**config.mk**
```make
export PLATFORM = sky130hd
export DESIGN_NAME = i2c_master_bit_engine
export DESIGN_NICKNAME = d
export VERILOG_FILES = /design/src/hw/rtl/i2cm_pkg.sv /design/src/hw/rtl/i2cm_front.sv /design/src/hw/rtl/i2cm_fifo.sv /design/src/hw/rtl/i2cm_seq.sv /design/src/hw/rtl/i2c_master_bit_engine.sv
export SDC_FILE = /design/constraint.sdc
export NUM_CORES = 1
export LEC_CHECK = 0
export BUFFER_PORTS_ARGS = -buffer_cell sky130_fd_sc_hd__clkbuf_2
export CORE_UTILIZATION = 40
export DETAILED_ROUTE_END_ITERATION = 8
export GPL_ROUTABILITY_DRIVEN = 0
export MAX_ROUTING_LAYER = met4
export PLACE_DENSITY = 0.54
export REMOVE_ABC_BUFFERS = 1
export SLEW_MARGIN = 40
export SYNTH_ARGS = -nofsm -noshare
export SYNTH_HDL_FRONTEND = slang
export SYNTH_HIERARCHICAL = 1
export SYNTH_SLANG_ARGS = --single-unit
```
**constraint.sdc**
```tcl
create_clock -name clk -period 3.9 [get_ports clk]
set_input_delay 0.39 -clock clk [delete_from_list [all_inputs] [get_ports clk]]
set_output_delay 0.39 -clock clk [all_outputs]
set_load 0.02 [all_outputs]
```
**src/hw/rtl/i2cm_pkg.sv**
```systemverilog
// Shared types and constants for the I2C master bit engine.
// No dependencies; imported by every module of the block.
package i2cm_pkg;

	typedef enum logic [2:0] {
		CMD_NONE    = 3'd0,
		CMD_START   = 3'd1,
		CMD_STOP    = 3'd2,
		CMD_WRITE   = 3'd3,
		CMD_READ    = 3'd4,
		CMD_RECOVER = 3'd5
	} cmd_t;

	typedef enum logic [1:0] {
		CFG_LOW_TICKS     = 2'd0,
		CFG_HIGH_TICKS    = 2'd1,
		CFG_RISE_TICKS    = 2'd2,
		CFG_STRETCH_LIMIT = 2'd3
	} cfg_idx_t;

	typedef enum logic [4:0] {
		PH_IDLE    = 5'd0,
		PH_ST_RISE = 5'd1,
		PH_ST_WAIT = 5'd2,
		PH_ST_SDA  = 5'd3,
		PH_ST_SCL  = 5'd4,
		PH_SP_LOW  = 5'd5,
		PH_SP_RISE = 5'd6,
		PH_SP_WAIT = 5'd7,
		PH_SP_END  = 5'd8,
		PH_BT_RISE = 5'd9,
		PH_BT_WAIT = 5'd10,
		PH_BT_HIGH = 5'd11,
		PH_BT_LOW  = 5'd12,
		PH_RC_RISE = 5'd13,
		PH_RC_HIGH = 5'd14,
		PH_RC_LOW  = 5'd15
	} phase_t;

	localparam logic [3:0]  FRAME_BITS   = 4'd9;
	localparam logic [3:0]  DATA_BITS    = 4'd8;
	localparam logic [3:0]  LAST_DATA    = 4'd7;
	localparam logic [15:0] STRETCH_SAT  = 16'hFFFF;
	localparam logic [7:0]  BYTE_MSB     = 8'h80;

	typedef struct packed {
		logic [15:0] low_ticks;
		logic [15:0] high_ticks;
		logic [15:0] rise_ticks;
		logic [15:0] stretch_limit;
	} cfg_t;

	// one bus tick after command decode
	typedef struct packed {
		cmd_t       cmd;
		logic [7:0] write_data;
		logic       ack_to_send;
		logic       sda_in;
		logic       scl_in;
	} tick_t;

	typedef struct packed {
		logic       scl_pull_low;
		logic       sda_pull_low;
		logic       ready_res;
		logic       done_res;
		logic [7:0] read_data;
		logic       ack_seen;
		logic       timed_out;
	} result_t;

endpackage

```
**src/hw/rtl/i2cm_front.sv**
```systemverilog
// Front end: input request register and command decode.
// Depends on i2cm_pkg; feeds i2cm_fifo.
module i2cm_front
	import i2cm_pkg::*;
(
	input  logic       clk,
	input  logic       arst_n,
	input  logic       in_valid,
	output logic       in_ready,
	input  logic [2:0] command,
	input  logic [7:0] write_data,
	input  logic       ack_to_send,
	input  logic       sda_in,
	input  logic       scl_in,
	output logic       push_valid,
	input  logic       push_ready,
	output tick_t      push_tick
);

	logic  valid_s1;
	tick_t tick_s1;
	cmd_t  cmd_dec;

	// codes 6 and 7 mean nothing and are carried as an empty tick
	always_comb begin
		unique case (command)
			CMD_START:   cmd_dec = CMD_START;
			CMD_STOP:    cmd_dec = CMD_STOP;
			CMD_WRITE:   cmd_dec = CMD_WRITE;
			CMD_READ:    cmd_dec = CMD_READ;
			CMD_RECOVER: cmd_dec = CMD_RECOVER;
			default:     cmd_dec = CMD_NONE;
		endcase
	end

	assign in_ready   = !valid_s1 || push_ready;
	assign push_valid = valid_s1;
	assign push_tick  = tick_s1;

	always_ff @(posedge clk or negedge arst_n) begin
		if (!arst_n) begin
			valid_s1 <= 1'b0;
		end else if (in_valid && in_ready) begin
			valid_s1 <= 1'b1;
		end else if (push_ready) begin
			valid_s1 <= 1'b0;
		end
	end

	always_ff @(posedge clk) begin
		if (in_valid && in_ready) begin
			tick_s1.cmd         <= cmd_dec;
			tick_s1.write_data  <= write_data;
			tick_s1.ack_to_send <= ack_to_send;
			tick_s1.sda_in      <= sda_in;
			tick_s1.scl_in      <= scl_in;
		end
	end

endmodule

```
**src/hw/rtl/i2cm_fifo.sv**
```systemverilog
// Two-entry request queue between decode and the bus sequencer.
// Depends on i2cm_pkg for the tick type.
module i2cm_fifo
	import i2cm_pkg::*;
(
	input  logic  clk,
	input  logic  arst_n,
	input  logic  push_valid,
	output logic  push_ready,
	input  tick_t push_tick,
	output logic  pop_valid,
	input  logic  pop_ready,
	output tick_t pop_tick
);

	tick_t       mem_q [2];
	logic        wr_ptr_q;
	logic        rd_ptr_q;
	logic [1:0]  count_q;
	logic        push;
	logic        pop;

	assign push_ready = (count_q != 2'd2);
	assign pop_valid  = (count_q != 2'd0);
	assign push       = push_valid && push_ready;
	assign pop        = pop_valid && pop_ready;
	assign pop_tick   = mem_q[rd_ptr_q];

	always_ff @(posedge clk or negedge arst_n) begin
		if (!arst_n) begin
			wr_ptr_q <= 1'b0;
			rd_ptr_q <= 1'b0;
			count_q  <= 2'd0;
		end else begin
			if (push) wr_ptr_q <= !wr_ptr_q;
			if (pop)  rd_ptr_q <= !rd_ptr_q;
			if (push && !pop)      count_q <= count_q + 2'd1;
			else if (pop && !push) count_q <= count_q - 2'd1;
		end
	end

	always_ff @(posedge clk) begin
		if (push) mem_q[wr_ptr_q] <= push_tick;
	end

endmodule

```
**src/hw/rtl/i2cm_seq.sv**
```systemverilog
// Back end: bus sequencer stepping once per queued tick, plus result register.
// Depends on i2cm_pkg; fed by i2cm_fifo.
module i2cm_seq
	import i2cm_pkg::*;
#(
	parameter int DELAY_BITS = 16
) (
	input  logic    clk,
	input  logic    arst_n,
	input  cfg_t    cfg,
	input  logic    pop_valid,
	output logic    pop_ready,
	input  tick_t   tick,
	output logic    out_valid,
	input  logic    out_ready,
	output result_t res
);

	localparam logic [32:0] DELAY_MAX = (33'd1 << DELAY_BITS) - 33'd1;

	function automatic logic [DELAY_BITS-1:0] sat_delay(input logic [15:0] t);
		logic [32:0] ext;
		logic [32:0] v;
		ext = {17'd0, t};
		v   = (ext > DELAY_MAX) ? DELAY_MAX : ext;
		return v[DELAY_BITS-1:0];
	endfunction

	phase_t                phase_q, phase_d;
	logic [DELAY_BITS-1:0] delay_q, delay_d;
	logic [15:0]           stretch_q, stretch_d;
	logic [3:0]            bit_q, bit_d;
	logic [7:0]            shift_q, shift_d;
	logic                  scl_q, scl_d;
	logic                  sda_q, sda_d;
	logic                  ack_flag_q, ack_flag_d;
	logic [1:0]            status_q, status_d;
	logic [7:0]            hold_q, hold_d;
	logic                  op_read_q, op_read_d;
	logic                  done_d;
	logic                  out_valid_q;
	result_t               res_q;

	logic                  step;
	logic                  delay_last;
	logic [DELAY_BITS-1:0] delay_dec;
	logic [15:0]           stretch_inc;
	logic [15:0]           limit_eff;
	logic                  stretch_tmo;
	logic [3:0]            bit_inc;
	logic                  more_bits;
	logic                  is_out_cur;
	logic                  is_out_next;
	logic [7:0]            shift_rd;

	assign pop_ready = !out_valid_q || out_ready;
	assign step      = pop_valid && pop_ready;
	assign out_valid = out_valid_q;
	assign res       = res_q;

	assign delay_last  = (delay_q <= DELAY_BITS'(1));
	assign delay_dec   = delay_q - DELAY_BITS'(1);
	assign stretch_inc = (stretch_q != STRETCH_SAT) ? stretch_q + 16'd1 : stretch_q;
	assign limit_eff   = (cfg.stretch_limit != 16'd0) ? cfg.stretch_limit : 16'd1;
	assign stretch_tmo = !tick.scl_in && (stretch_inc >= limit_eff);
	assign bit_inc     = bit_q + 4'd1;
	assign more_bits   = (bit_inc < FRAME_BITS);
	assign is_out_cur  = op_read_q ? (bit_q == DATA_BITS) : (bit_q < DATA_BITS);
	assign is_out_next = op_read_q ? (bit_inc == DATA_BITS) : (bit_inc < DATA_BITS);
	assign shift_rd    = {shift_q[6:0], tick.sda_in};

	// next phase
	always_comb begin
		phase_d = phase_q;
		unique case (phase_q)
			PH_IDLE: begin
				case (tick.cmd)
					CMD_START:                   phase_d = PH_ST_RISE;
					CMD_STOP:                    phase_d = PH_SP_LOW;
					CMD_WRITE, CMD_READ:         phase_d = PH_BT_RISE;
					CMD_RECOVER:                 phase_d = PH_RC_RISE;
					default:                     phase_d = PH_IDLE;
				endcase
			end
			PH_ST_RISE: if (delay_last) phase_d = PH_ST_WAIT;
			PH_ST_WAIT: begin
				if (tick.scl_in)     phase_d = PH_ST_SDA;
				else if (stretch_tmo) phase_d = PH_IDLE;
			end
			PH_ST_SDA:  if (delay_last) phase_d = PH_ST_SCL;
			PH_ST_SCL:  if (delay_last) phase_d = PH_IDLE;
			PH_SP_LOW:  if (delay_last) phase_d = PH_SP_RISE;
			PH_SP_RISE: if (delay_last) phase_d = PH_SP_WAIT;
			PH_SP_WAIT: if (tick.scl_in || stretch_tmo) phase_d = PH_SP_END;
			PH_SP_END:  if (delay_last) phase_d = PH_IDLE;
			PH_BT_RISE: if (delay_last) phase_d = PH_BT_WAIT;
			PH_BT_WAIT: begin
				if (tick.scl_in)     phase_d = PH_BT_HIGH;
				else if (stretch_tmo) phase_d = PH_IDLE;
			end
			PH_BT_HIGH: if (delay_last) phase_d = PH_BT_LOW;
			PH_BT_LOW:  if (delay_last) phase_d = more_bits ? PH_BT_RISE : PH_IDLE;
			PH_RC_RISE: if (delay_last) phase_d = PH_RC_HIGH;
			PH_RC_HIGH: if (delay_last) phase_d = PH_RC_LOW;
			PH_RC_LOW:  if (delay_last) phase_d = more_bits ? PH_RC_RISE : PH_SP_LOW;
			default:    phase_d = PH_IDLE;
		endcase
	end

	// counters, line drives and status
	always_comb begin
		delay_d    = delay_q;
		stretch_d  = stretch_q;
		bit_d      = bit_q;
		shift_d    = shift_q;
		scl_d      = scl_q;
		sda_d      = sda_q;
		ack_flag_d = ack_flag_q;
		status_d   = status_q;
		hold_d     = hold_q;
		op_read_d  = op_read_q;
		done_d     = 1'b0;
		unique case (phase_q)
			PH_IDLE: begin
				if (tick.cmd != CMD_NONE) status_d = 2'b00;
				case (tick.cmd)
					CMD_START, CMD_RECOVER: begin
						sda_d   = 1'b0;
						scl_d   = 1'b0;
						bit_d   = 4'd0;
						delay_d = sat_delay(cfg.rise_ticks);
						if (tick.cmd == CMD_START) bit_d = bit_q;
					end
					CMD_STOP: begin
						sda_d   = 1'b1;
						delay_d = sat_delay(cfg.low_ticks);
					end
					CMD_WRITE, CMD_READ: begin
						op_read_d  = (tick.cmd == CMD_READ);
						shift_d    = (tick.cmd == CMD_READ) ? 8'd0 : tick.write_data;
						ack_flag_d = tick.ack_to_send;
						bit_d      = 4'd0;
						// first bit drives data MSB on write, releases on read
						sda_d      = (tick.cmd == CMD_READ) ? 1'b0
						             : ((tick.write_data & BYTE_MSB) == 8'd0);
						scl_d      = 1'b0;
						delay_d    = sat_delay(cfg.rise_ticks);
					end
					default: ;
				endcase
			end
			PH_ST_RISE, PH_SP_RISE, PH_BT_RISE: begin
				if (delay_last) stretch_d = 16'd0;
				else            delay_d   = delay_dec;
			end
			PH_ST_WAIT: begin
				if (tick.scl_in) begin
					sda_d   = 1'b1;
					delay_d = sat_delay(cfg.low_ticks);
				end else begin
					stretch_d = stretch_inc;
					if (stretch_tmo) begin
						status_d[1] = 1'b1;
						done_d      = 1'b1;
					end
				end
			end
			PH_ST_SDA: begin
				if (delay_last) begin
					scl_d   = 1'b1;
					delay_d = sat_delay(cfg.low_ticks);
				end else delay_d = delay_dec;
			end
			PH_ST_SCL, PH_SP_END: begin
				if (delay_last) done_d  = 1'b1;
				else            delay_d = delay_dec;
			end
			PH_SP_LOW: begin
				if (delay_last) begin
					scl_d   = 1'b0;
					delay_d = sat_delay(cfg.rise_ticks);
				end else delay_d = delay_dec;
			end
			PH_SP_WAIT: begin
				// stop carries on after a timeout
				if (!tick.scl_in) stretch_d = stretch_inc;
				if (tick.scl_in || stretch_tmo) begin
					sda_d   = 1'b0;
					delay_d = sat_delay(cfg.rise_ticks);
				end
			end
			PH_BT_WAIT: begin
				if (tick.scl_in) begin
					delay_d = sat_delay(cfg.high_ticks);
				end else begin
					stretch_d = stretch_inc;
					if (stretch_tmo) begin
						status_d[1] = 1'b1;
						done_d      = 1'b1;
					end
				end
			end
			PH_BT_HIGH: begin
				if (delay_last) begin
					if (!is_out_cur) begin
						if (op_read_q) begin
							shift_d = shift_rd;
							if (bit_q == LAST_DATA) hold_d = shift_rd;
						end else if (!tick.sda_in) begin
							status_d[0] = 1'b1;
						end
					end else if (!op_read_q) begin
						shift_d = {shift_q[6:0], 1'b0};
					end
					scl_d   = 1'b1;
					delay_d = sat_delay(cfg.low_ticks);
				end else delay_d = delay_dec;
			end
			PH_BT_LOW: begin
				if (delay_last) begin
					bit_d = bit_inc;
					if (more_bits) begin
						if (is_out_next)
							sda_d = op_read_q ? ack_flag_q : ((shift_q & BYTE_MSB) == 8'd0);
						else
							sda_d = 1'b0;
						scl_d   = 1'b0;
						delay_d = sat_delay(cfg.rise_ticks);
					end else begin
						done_d = 1'b1;
					end
				end else delay_d = delay_dec;
			end
			PH_RC_RISE: begin
				if (delay_last) delay_d = sat_delay(cfg.high_ticks);
				else            delay_d = delay_dec;
			end
			PH_RC_HIGH: begin
				if (delay_last) begin
					scl_d   = 1'b1;
					delay_d = sat_delay(cfg.low_ticks);
				end else delay_d = delay_dec;
			end
			PH_RC_LOW: begin
				if (delay_last) begin
					bit_d = bit_inc;
					if (more_bits) begin
						scl_d   = 1'b0;
						delay_d = sat_delay(cfg.rise_ticks);
					end else begin
						sda_d   = 1'b1;
						delay_d = sat_delay(cfg.low_ticks);
					end
				end else delay_d = delay_dec;
			end
			default: ;
		endcase
	end

	always_ff @(posedge clk or negedge arst_n) begin
		if (!arst_n) begin
			phase_q     <= PH_IDLE;
			delay_q     <= '0;
			stretch_q   <= 16'd0;
			bit_q       <= 4'd0;
			shift_q     <= 8'd0;
			scl_q       <= 1'b0;
			sda_q       <= 1'b0;
			ack_flag_q  <= 1'b0;
			status_q    <= 2'b00;
			hold_q      <= 8'd0;
			op_read_q   <= 1'b0;
			out_valid_q <= 1'b0;
		end else begin
			if (step) begin
				phase_q    <= phase_d;
				delay_q    <= delay_d;
				stretch_q  <= stretch_d;
				bit_q      <= bit_d;
				shift_q    <= shift_d;
				scl_q      <= scl_d;
				sda_q      <= sda_d;
				ack_flag_q <= ack_flag_d;
				status_q   <= status_d;
				hold_q     <= hold_d;
				op_read_q  <= op_read_d;
			end
			if (step)           out_valid_q <= 1'b1;
			else if (out_ready) out_valid_q <= 1'b0;
		end
	end

	always_ff @(posedge clk) begin
		if (step) begin
			res_q.scl_pull_low <= scl_d;
			res_q.sda_pull_low <= sda_d;
			res_q.ready_res    <= (phase_d == PH_IDLE);
			res_q.done_res     <= done_d;
			res_q.read_data    <= hold_d;
			res_q.ack_seen     <= status_d[0];
			res_q.timed_out    <= status_d[1];
		end
	end

`ifndef SYNTHESIS
	a_done_idle: assert property (@(posedge clk) disable iff (!arst_n)
		out_valid_q && res_q.done_res |-> res_q.ready_res)
		else $error("done reported while sequencer busy");

	a_bit_range: assert property (@(posedge clk) disable iff (!arst_n)
		bit_q <= FRAME_BITS)
		else $error("bit counter past frame length");

	a_empty_tick: assert property (@(posedge clk) disable iff (!arst_n)
		step && phase_q == PH_IDLE && tick.cmd == CMD_NONE |=> phase_q == PH_IDLE)
		else $error("idle left without a command");

	a_ack_write_only: assert property (@(posedge clk) disable iff (!arst_n)
		step && status_d[0] && !status_q[0] |-> !op_read_q && phase_q == PH_BT_HIGH)
		else $error("ack flag set outside a write ack slot");
`endif

endmodule

```
**src/hw/rtl/i2c_master_bit_engine.sv**
```systemverilog
// Top level of the I2C master bit engine: configuration registers and wiring.
// Depends on i2cm_pkg, i2cm_front, i2cm_fifo and i2cm_seq.
//
// Each input request is one bus tick: it carries the sampled SDA/SCL levels
// and an optional command, and yields exactly one result with the line drives
// and status after that tick. One request is taken every clock cycle while the
// result side accepts; a request's result passes the decode register, the
// two-entry queue and the result register, with the sequencer step that each
// tick needs in front of the result register. Back pressure on the result side
// fills the queue and then drops in_ready. Delay registers are written through
// the cfg channel; the user must write them only while no tick is in flight, as
// the block itself does not enforce this; there is no clearing pass after reset.
module i2c_master_bit_engine
	import i2cm_pkg::*;
#(
	parameter int DELAY_BITS = 16
) (
	input  logic        clk,
	input  logic        arst_n,
	input  logic        cfg_valid,
	output logic        cfg_ready,
	input  logic [1:0]  cfg_index,
	input  logic [15:0] cfg_data,
	input  logic        in_valid,
	output logic        in_ready,
	input  logic [2:0]  command,
	input  logic [7:0]  write_data,
	input  logic        ack_to_send,
	input  logic        sda_in,
	input  logic        scl_in,
	output logic        out_valid,
	input  logic        out_ready,
	output logic        scl_pull_low,
	output logic        sda_pull_low,
	output logic        ready_res,
	output logic        done_res,
	output logic [7:0]  read_data,
	output logic        ack_seen,
	output logic        timed_out
);

	cfg_t    cfg_q;
	logic    push_valid;
	logic    push_ready;
	tick_t   push_tick;
	logic    pop_valid;
	logic    pop_ready;
	tick_t   pop_tick;
	result_t res;

	assign cfg_ready = 1'b1;

	always_ff @(posedge clk or negedge arst_n) begin
		if (!arst_n) begin
			cfg_q.low_ticks     <= 16'd10;
			cfg_q.high_ticks    <= 16'd10;
			cfg_q.rise_ticks    <= 16'd2;
			cfg_q.stretch_limit <= 16'd1000;
		end else if (cfg_valid && cfg_ready) begin
			unique case (cfg_index)
				CFG_LOW_TICKS:     cfg_q.low_ticks     <= cfg_data;
				CFG_HIGH_TICKS:    cfg_q.high_ticks    <= cfg_data;
				CFG_RISE_TICKS:    cfg_q.rise_ticks    <= cfg_data;
				CFG_STRETCH_LIMIT: cfg_q.stretch_limit <= cfg_data;
				default: ;
			endcase
		end
	end

	i2cm_front u_front (
		.clk         (clk),
		.arst_n      (arst_n),
		.in_valid    (in_valid),
		.in_ready    (in_ready),
		.command     (command),
		.write_data  (write_data),
		.ack_to_send (ack_to_send),
		.sda_in      (sda_in),
		.scl_in      (scl_in),
		.push_valid  (push_valid),
		.push_ready  (push_ready),
		.push_tick   (push_tick)
	);

	i2cm_fifo u_fifo (
		.clk        (clk),
		.arst_n     (arst_n),
		.push_valid (push_valid),
		.push_ready (push_ready),
		.push_tick  (push_tick),
		.pop_valid  (pop_valid),
		.pop_ready  (pop_ready),
		.pop_tick   (pop_tick)
	);

	i2cm_seq #(
		.DELAY_BITS (DELAY_BITS)
	) u_seq (
		.clk       (clk),
		.arst_n    (arst_n),
		.cfg       (cfg_q),
		.pop_valid (pop_valid),
		.pop_ready (pop_ready),
		.tick      (pop_tick),
		.out_valid (out_valid),
		.out_ready (out_ready),
		.res       (res)
	);

	assign scl_pull_low = res.scl_pull_low;
	assign sda_pull_low = res.sda_pull_low;
	assign ready_res    = res.ready_res;
	assign done_res     = res.done_res;
	assign read_data    = res.read_data;
	assign ack_seen     = res.ack_seen;
	assign timed_out    = res.timed_out;

endmodule
```
# Yosys cells after proc, flatten, opt, wreduce, memory -nomap -nowiden
# Memories as Yosys holds them, arrays and structs flattened.
# Index checks and enable logic that the tools add are counted.
dict set report totals {
  memories 1
  output_inout_bits 17
  ramBits 28
  ff_bits 161
}
# name depth word_bits read_ports rd_clocked_by_memory_dff wr line
set mem_list {}
lappend mem_list {u_fifo.mem_q 2 14 1 0 1 i2cm_fifo.sv:16} ;# tick_t mem_q [2];
dict set report classes {
  order_cmp 5
  n_mux 96
  add_sub_neg 5
  n_reduce_logical 50
  eq_ne 48
}
# cell n
set ops {}
lappend ops {{$mux W16} 15}
lappend ops {{$pmux W16 S10} 1}
lappend ops {{$mux W8} 11}
lappend ops {{$mux W5} 15}
lappend ops {{$pmux W5 S15} 1}
lappend ops {{$pmux W16 S2} 2}
lappend ops {{$eq A5 B4 Y1 const B} 8}
lappend ops {{$mux W1} 33}
lappend ops {{$eq A5 B3 Y1 const B} 4}
lappend ops {{$add A16 B1 Y16 const B} 1}
lappend ops {{$ge A16 B16 Y1} 1}
lappend ops {{$le A16 B1 Y1 const B} 1}
lappend ops {{$logic_not A8 Y1} 2}
lappend ops {{$mux W4} 4}
lappend ops {{$ne A16 B16 Y1 const B} 1}
lappend ops {{$pmux W4 S2} 2}
lappend ops {{$pmux W4 S4} 1}
lappend ops {{$pmux W8 S2} 1}
lappend ops {{$reduce_bool A16 Y1} 1}
lappend ops {{$sub A16 B1 Y16 const B} 1}
lappend ops {{$ne A3 B3 Y1 const B} 5}
lappend ops {{$pmux W3 S5} 1}
lappend ops {{$reduce_bool A2 Y1} 7}
lappend ops {{$eq A3 B2 Y1 const B} 4}
lappend ops {{37 further kinds} 81}

# Longest topological paths before layout
dict set report depth {
  word_depth 8
  mapped_depth 17
}

# Hierarchy
# The synthesis kept the hierarchy.
# mod cells_each area_per_inst_um2 seq_area_each_um2 n_inst
set by_module_without_submodules {}
lappend by_module_without_submodules {i2cm_seq 727 6204.7 2021.9 1}
lappend by_module_without_submodules {i2c_master_bit_engine 138 2436.1 1615.3 1}
lappend by_module_without_submodules {i2cm_fifo 62 1270.0 940.9 1}
lappend by_module_without_submodules {i2cm_front 21 494.2 445.4 1}

# Worst setup path before layout
# No wires, ideal clock.
dict set report synth_path {
  path_type {register to register}
  startpoint {register u_seq.stretch_q[0]}
  endpoint {register u_seq.phase_q[3]}
  synth_period_minus_slack_ns 3.822
  arrival_ns 3.697
  path_slack_ns 0.078
  path_stages_with_launch 17
  t_required_ns 3.775
  cell_sequence {dfrtp_1 > ha_1 > nand3_1 > nor3_1 > and3_1 > clkbuf_1 > nor2_1 > nand3_1 > xnor2_1 > ha_1 > and2_1 > a221o_1 > a21oi_1 > nand3_1 > or2_2 > a221o_1 > mux2_2}
}
dict set report synth_between {
  elab_chain_cells 7
}
# item line
set synth_rtl {}
lappend synth_rtl {{start: declaration} i2cm_seq.sv:31} ;# logic [15:0] stretch_q, stretch_d;
lappend synth_rtl {{start signal: assignment} i2cm_seq.sv:278} ;# stretch_q <= stretch_d;
lappend synth_rtl {{$add A16 B1 Y16 / $ne A16 B16 Y1 (equally long branches)} i2cm_seq.sv:63} ;# assign stretch_inc = (stretch_q != STRETCH_SAT) ? stretch_q + 16'd1 : stretch_q;
lappend synth_rtl {{$mux W16 (*)} i2cm_seq.sv:63}
lappend synth_rtl {{$ge A16 B16 Y1 (*)} i2cm_seq.sv:65} ;# assign stretch_tmo = !tick.scl_in && (stretch_inc >= limit_eff);
lappend synth_rtl {{$logic_and A1 B1 Y1 (*)} i2cm_seq.sv:65}
lappend synth_rtl {{$mux W5 / $logic_or A1 B1 Y1 (equally long branches)} {i2cm_seq.sv:88, i2cm_seq.sv:99, i2cm_seq.sv:94}}
lappend synth_rtl {{$mux W5, on equally long branches} {i2cm_seq.sv:98, i2cm_seq.sv:87, i2cm_seq.sv:94}}
lappend synth_rtl {{$pmux W5 S15 (*)} i2cm_seq.sv:75} ;# unique case (phase_q)
lappend synth_rtl {{end signal: assignment} i2cm_seq.sv:276} ;# phase_q <= phase_d;
lappend synth_rtl {{end: declaration} i2cm_seq.sv:29} ;# phase_t phase_q, phase_d;
# Every way passes the cells marked *; elsewhere a longest branch is shown, timed or not.
# A chain may end at the register's enable or synchronous reset.

# Worst setup path after layout
dict set report layout_path {
  startpoint {register u_seq.stretch_q[8]}
  endpoint {register u_seq.delay_q[1]}
}
dict set report layout_between {
  elab_chain_cells 7
}
# item line
set layout_rtl {}
lappend layout_rtl {{$add A16 B1 Y16 / $ne A16 B16 Y1 (equally long branches)} i2cm_seq.sv:63}
lappend layout_rtl {{$mux W16 (*)} i2cm_seq.sv:63}
lappend layout_rtl {{$ge A16 B16 Y1 (*)} i2cm_seq.sv:65}
lappend layout_rtl {{$logic_and A1 B1 Y1 (*)} i2cm_seq.sv:65}
lappend layout_rtl {{$logic_or A1 B1 Y1 (*)} i2cm_seq.sv:187} ;# if (tick.scl_in || stretch_tmo) begin
lappend layout_rtl {{$ne A2 B1 Y1 (no line) (*)} -}
lappend layout_rtl {{$reduce_and A8 Y1 (no line) (*)} -}
lappend layout_rtl {{end signal: assignment} i2cm_seq.sv:277} ;# delay_q <= delay_d;
lappend layout_rtl {{end: declaration} i2cm_seq.sv:30} ;# logic [DELAY_BITS-1:0] delay_q, delay_d;
# Marks and branches as above.

==> metrics.txt <==
pwr dens=602 nW/µm²; mean post-synth cell area=11.0 µm²; FF-to-FF setup slack=0.20 ns; Final setup viols=0; async set or reset register ratio after synthesis=0.704; initial core utilization=0.411; CTS root buffer=clkbuf_16; DR DRC count=0; Max Slew Vio Count=0; fin crit period=3.70 ns; most common cell in the netlist=dfrtp_1; Worst Hold Class=input pin to flop; CP delay by family, top=simple AND/OR/NAND/NOR gates; worst hold path cell count=1; layout cells sized above 1=0.279; maxcap violations=0; die outline area=26700 µm²; Worst-Margin Slew=0.819 ns; Adder-Cell Fraction of Synth Area=0.0265; Yosys cell types=88; vias in the first global route=7462; clock sinks=189; Hold EP=u_front/push_tick[7]; area leader, netlist=dfrtp_1; Port Buffers=52; Tcrit/Tclk final=0.950; Iter 0 DRT Violations=760; die height=163 µm; synthesized cell area=10400 µm²; worst hold slack=0.124 ns; worst endpoint required time=4.23 ns; critical path type=flop to flop; status=finished, final reports clean; Vias=7847; antenna-violating nets left=0; Post-synth EDFFs=56; reg2reg path depth=15; first-pass GRT wire length=42.5 mm; largest net degree at the start of global routing=89; CTS tree=done; Placed Instances=1315; multiplexer area fraction after synthesis=0.127; Data arrival, critical path=4.03 ns; # H-tree levels=4; FMAX=270 MHz; #FFs+latches synth=189; worst r2r dst=u_seq/delay_q[1]; post-synthesis compound-gate area fraction=0.158; Yosys warning total=6; slowest stage delay, CP=0.56 ns; maximum root-to-sink buffer count=2; worst skew pair latency=0.44 ns; routed length per instance=19.5 µm; Relative slew margins=0.450; worst r2r src=u_seq/stretch_q[8]; Crit. End Element=flop; Via density=5.79; Post-Syn Instances=948; crit-path max FO=7; Nets=1071; top cells by area, synth=dfrtp_1 (29%), edfxtp_1 (16%), mux2_2 (9.3%), nand2_1 (3.6%), dfstp_2 (2.8%); CTS buffer count=17; initial antenna violation count=0; Simple-Gate Fraction of Synth Area=0.145; most common flop cell mapped by yosys=dfrtp_1; largest family of logic cells by synthesized area=compound AO/OA/AOI/OAI gates; num rows=58; Worst Min Path Start=write_data[4]; final non-filler cell total=1355; final hold vios=0; Placement Setup Slack=-0.0606 ns; RSZ-0062 raised after global routing=true; hpwl dp=18.6 mm; Worst Skew=0.0147 ns; DRT Pass-1 Iters=8; final worst slack=0.197 ns; core region area=25300 µm²; critical path cell sequence=nand4_1, nor2_2, and4_1, and3_4, nand3_1, o21a_1, ha_1, and4_4, nand4_1, or4_4, nand3_4, o31ai_2, nor2_2, buf_6, mux2_2; gr usage total=0.213; # IOs=54; crit start category=flop; Post-synth top cells=dfrtp_1 (122), nand2_1 (100), mux2_2 (86), edfxtp_1 (56), o21ai_0 (55); Peak VDD IR=0.278 mV; top-area cell type share of the netlist area=0.293; Buf/Inv on CP=1; slowest cell on the critical path=or4_4; ant diodes=0; Filler cells=2378; Routed WL=26.4 mm; Die Span X=163 µm; CTS clk-pin slew, worst paths=0.08 ns; remaining global-route overflow=0; xor/xnor share of the synthesized area=0.0219; P&R area growth vs syn=13.4%; register area share after synthesis=0.483; P_leak=4.98 nW
-- sequential cells by signal, summed over array words and instances, names as in the netlist, 2 cells and up --
signal and count:
u_seq/hold_q 8, cfg_q 64, u_seq/status_q 2, u_seq/phase_q 5
u_seq/shift_q 8, u_seq/stretch_q 16, u_seq/bit_q 4, u_seq/delay_q 16
u_front/push_tick 14, u_fifo/mem_q 28, u_seq/res 14, u_fifo/count_q 2
-- metrics by stage --
step                setup TNS, ns  power, W  cell area [µm²]   util
floorplan                  -0.163   0.00456            10100      -
global placement                0   0.00536            11100  0.437
detailed placement         -0.491   0.00538            11100  0.438
CTS                             0   0.00710            11700  0.461
global route               -0.274   0.00755            11800  0.466
finish                          0   0.00710            11800  0.466
-- routing by layer --
layer  up-vias  part of all wire  global-route usage
met5         -                 0                   -
met4         0             0.017              0.0590
met1      3857              0.49               0.320
met2       284              0.43               0.288
met3        28             0.063              0.0411
li1       3678                 -                   -
-- report_power, final --
part,switching (W),internal [W]
clock network,0.000834,0.000847
logic,0.00138,0.00106
registers,0.000412,0.00257
total,0.00263,0.00448
-- placed cells by master, fill, tap and decap left out, types with 5 or more instances in the layout --
master / count
dfrtp_1: 122
a31o_2: 5
dfstp_2: 11
mux2_2: 86
a21oi_1: 40
xor2_1: 7
a211oi_1: 5
nor2b_1: 8
buf_4: 38
a31oi_1: 9
o211ai_1: 8
nand2_1: 100
ha_1: 22
a21o_1: 5
nand3_1: 24
edfxtp_1: 56
clkbuf_2: 51
xnor2_1: 17
or3_1: 6
o21ai_0: 55
a22o_1: 8
mux2_1: 8
a222oi_1: 14
and3_1: 11
a22oi_1: 5
inv_1: 32
and2_1: 6
a221o_1: 11
nor3_1: 14
nor4_1: 6
a221oi_1: 5
clkbuf_16: 17
nand2b_1: 14
o21a_1: 5
o31ai_1: 19
nand4_1: 9
nor2_1: 37
mux2_4: 17
-- worst reg2reg max path, cell delays in order (launching register included) --
cell and delay, ns:
dfrtp_1 0.41, nand4_1 0.21, nor2_2 0.18, and4_1 0.24, and3_4 0.21, nand3_1 0.07
o21a_1 0.11, ha_1 0.31, and4_4 0.23, nand4_1 0.10, or4_4 0.56, nand3_4 0.13
o31ai_2 0.12, nor2_2 0.20, buf_6 0.17, mux2_2 0.34
-- logic make-up after synthesis --
group	count (synthesis)
adder cells (fa/ha/maj)	22
other	1
multiplexers	112
XOR/XNOR	26
AND/OR/NAND/NOR	281
buffers and inverters	81
flip-flops	189
AO/OA/AOI/OAI	236
-- final cells by class --
cell class              instances  area, µm²  area share
inverters                      32        120      0.0102
multi-input cells             678       5080       0.431
clock buffers                  19        433      0.0367
well taps                     330        413      0.0350
flip-flops and latches        189       5020       0.426
clock inverters                13        131      0.0111
repair buffers                 94        593      0.0503
-- what timing repair did --
item,in CTS,in global routing
buffers inserted,0,6
hold buffers,1,0
gates resized for setup,4,18
pin swaps,0,8
setup endpoints to repair,17,20
cloned,0,1
hold endpoints to repair,7,0
-- worst max path at each step --
stage | slack (ns) | end | depth (start not counted) | start
floorplan | -0.03 | u_seq/delay_q[0] | 15 | u_seq/stretch_q[0]
global placement | 0.07 | u_seq/res[11] | 15 | u_seq/stretch_q[1]
detailed placement | -0.06 | u_seq/res[11] | 15 | u_seq/stretch_q[1]
CTS | 0.04 | u_seq/res[11] | 15 | u_seq/stretch_q[1]
global route | -0.06 | u_seq/res[11] | 16 | u_seq/stretch_q[1]
finish | 0.20 | u_seq/delay_q[1] | 15 | u_seq/stretch_q[8]
(Power assumes the default switching activity.)
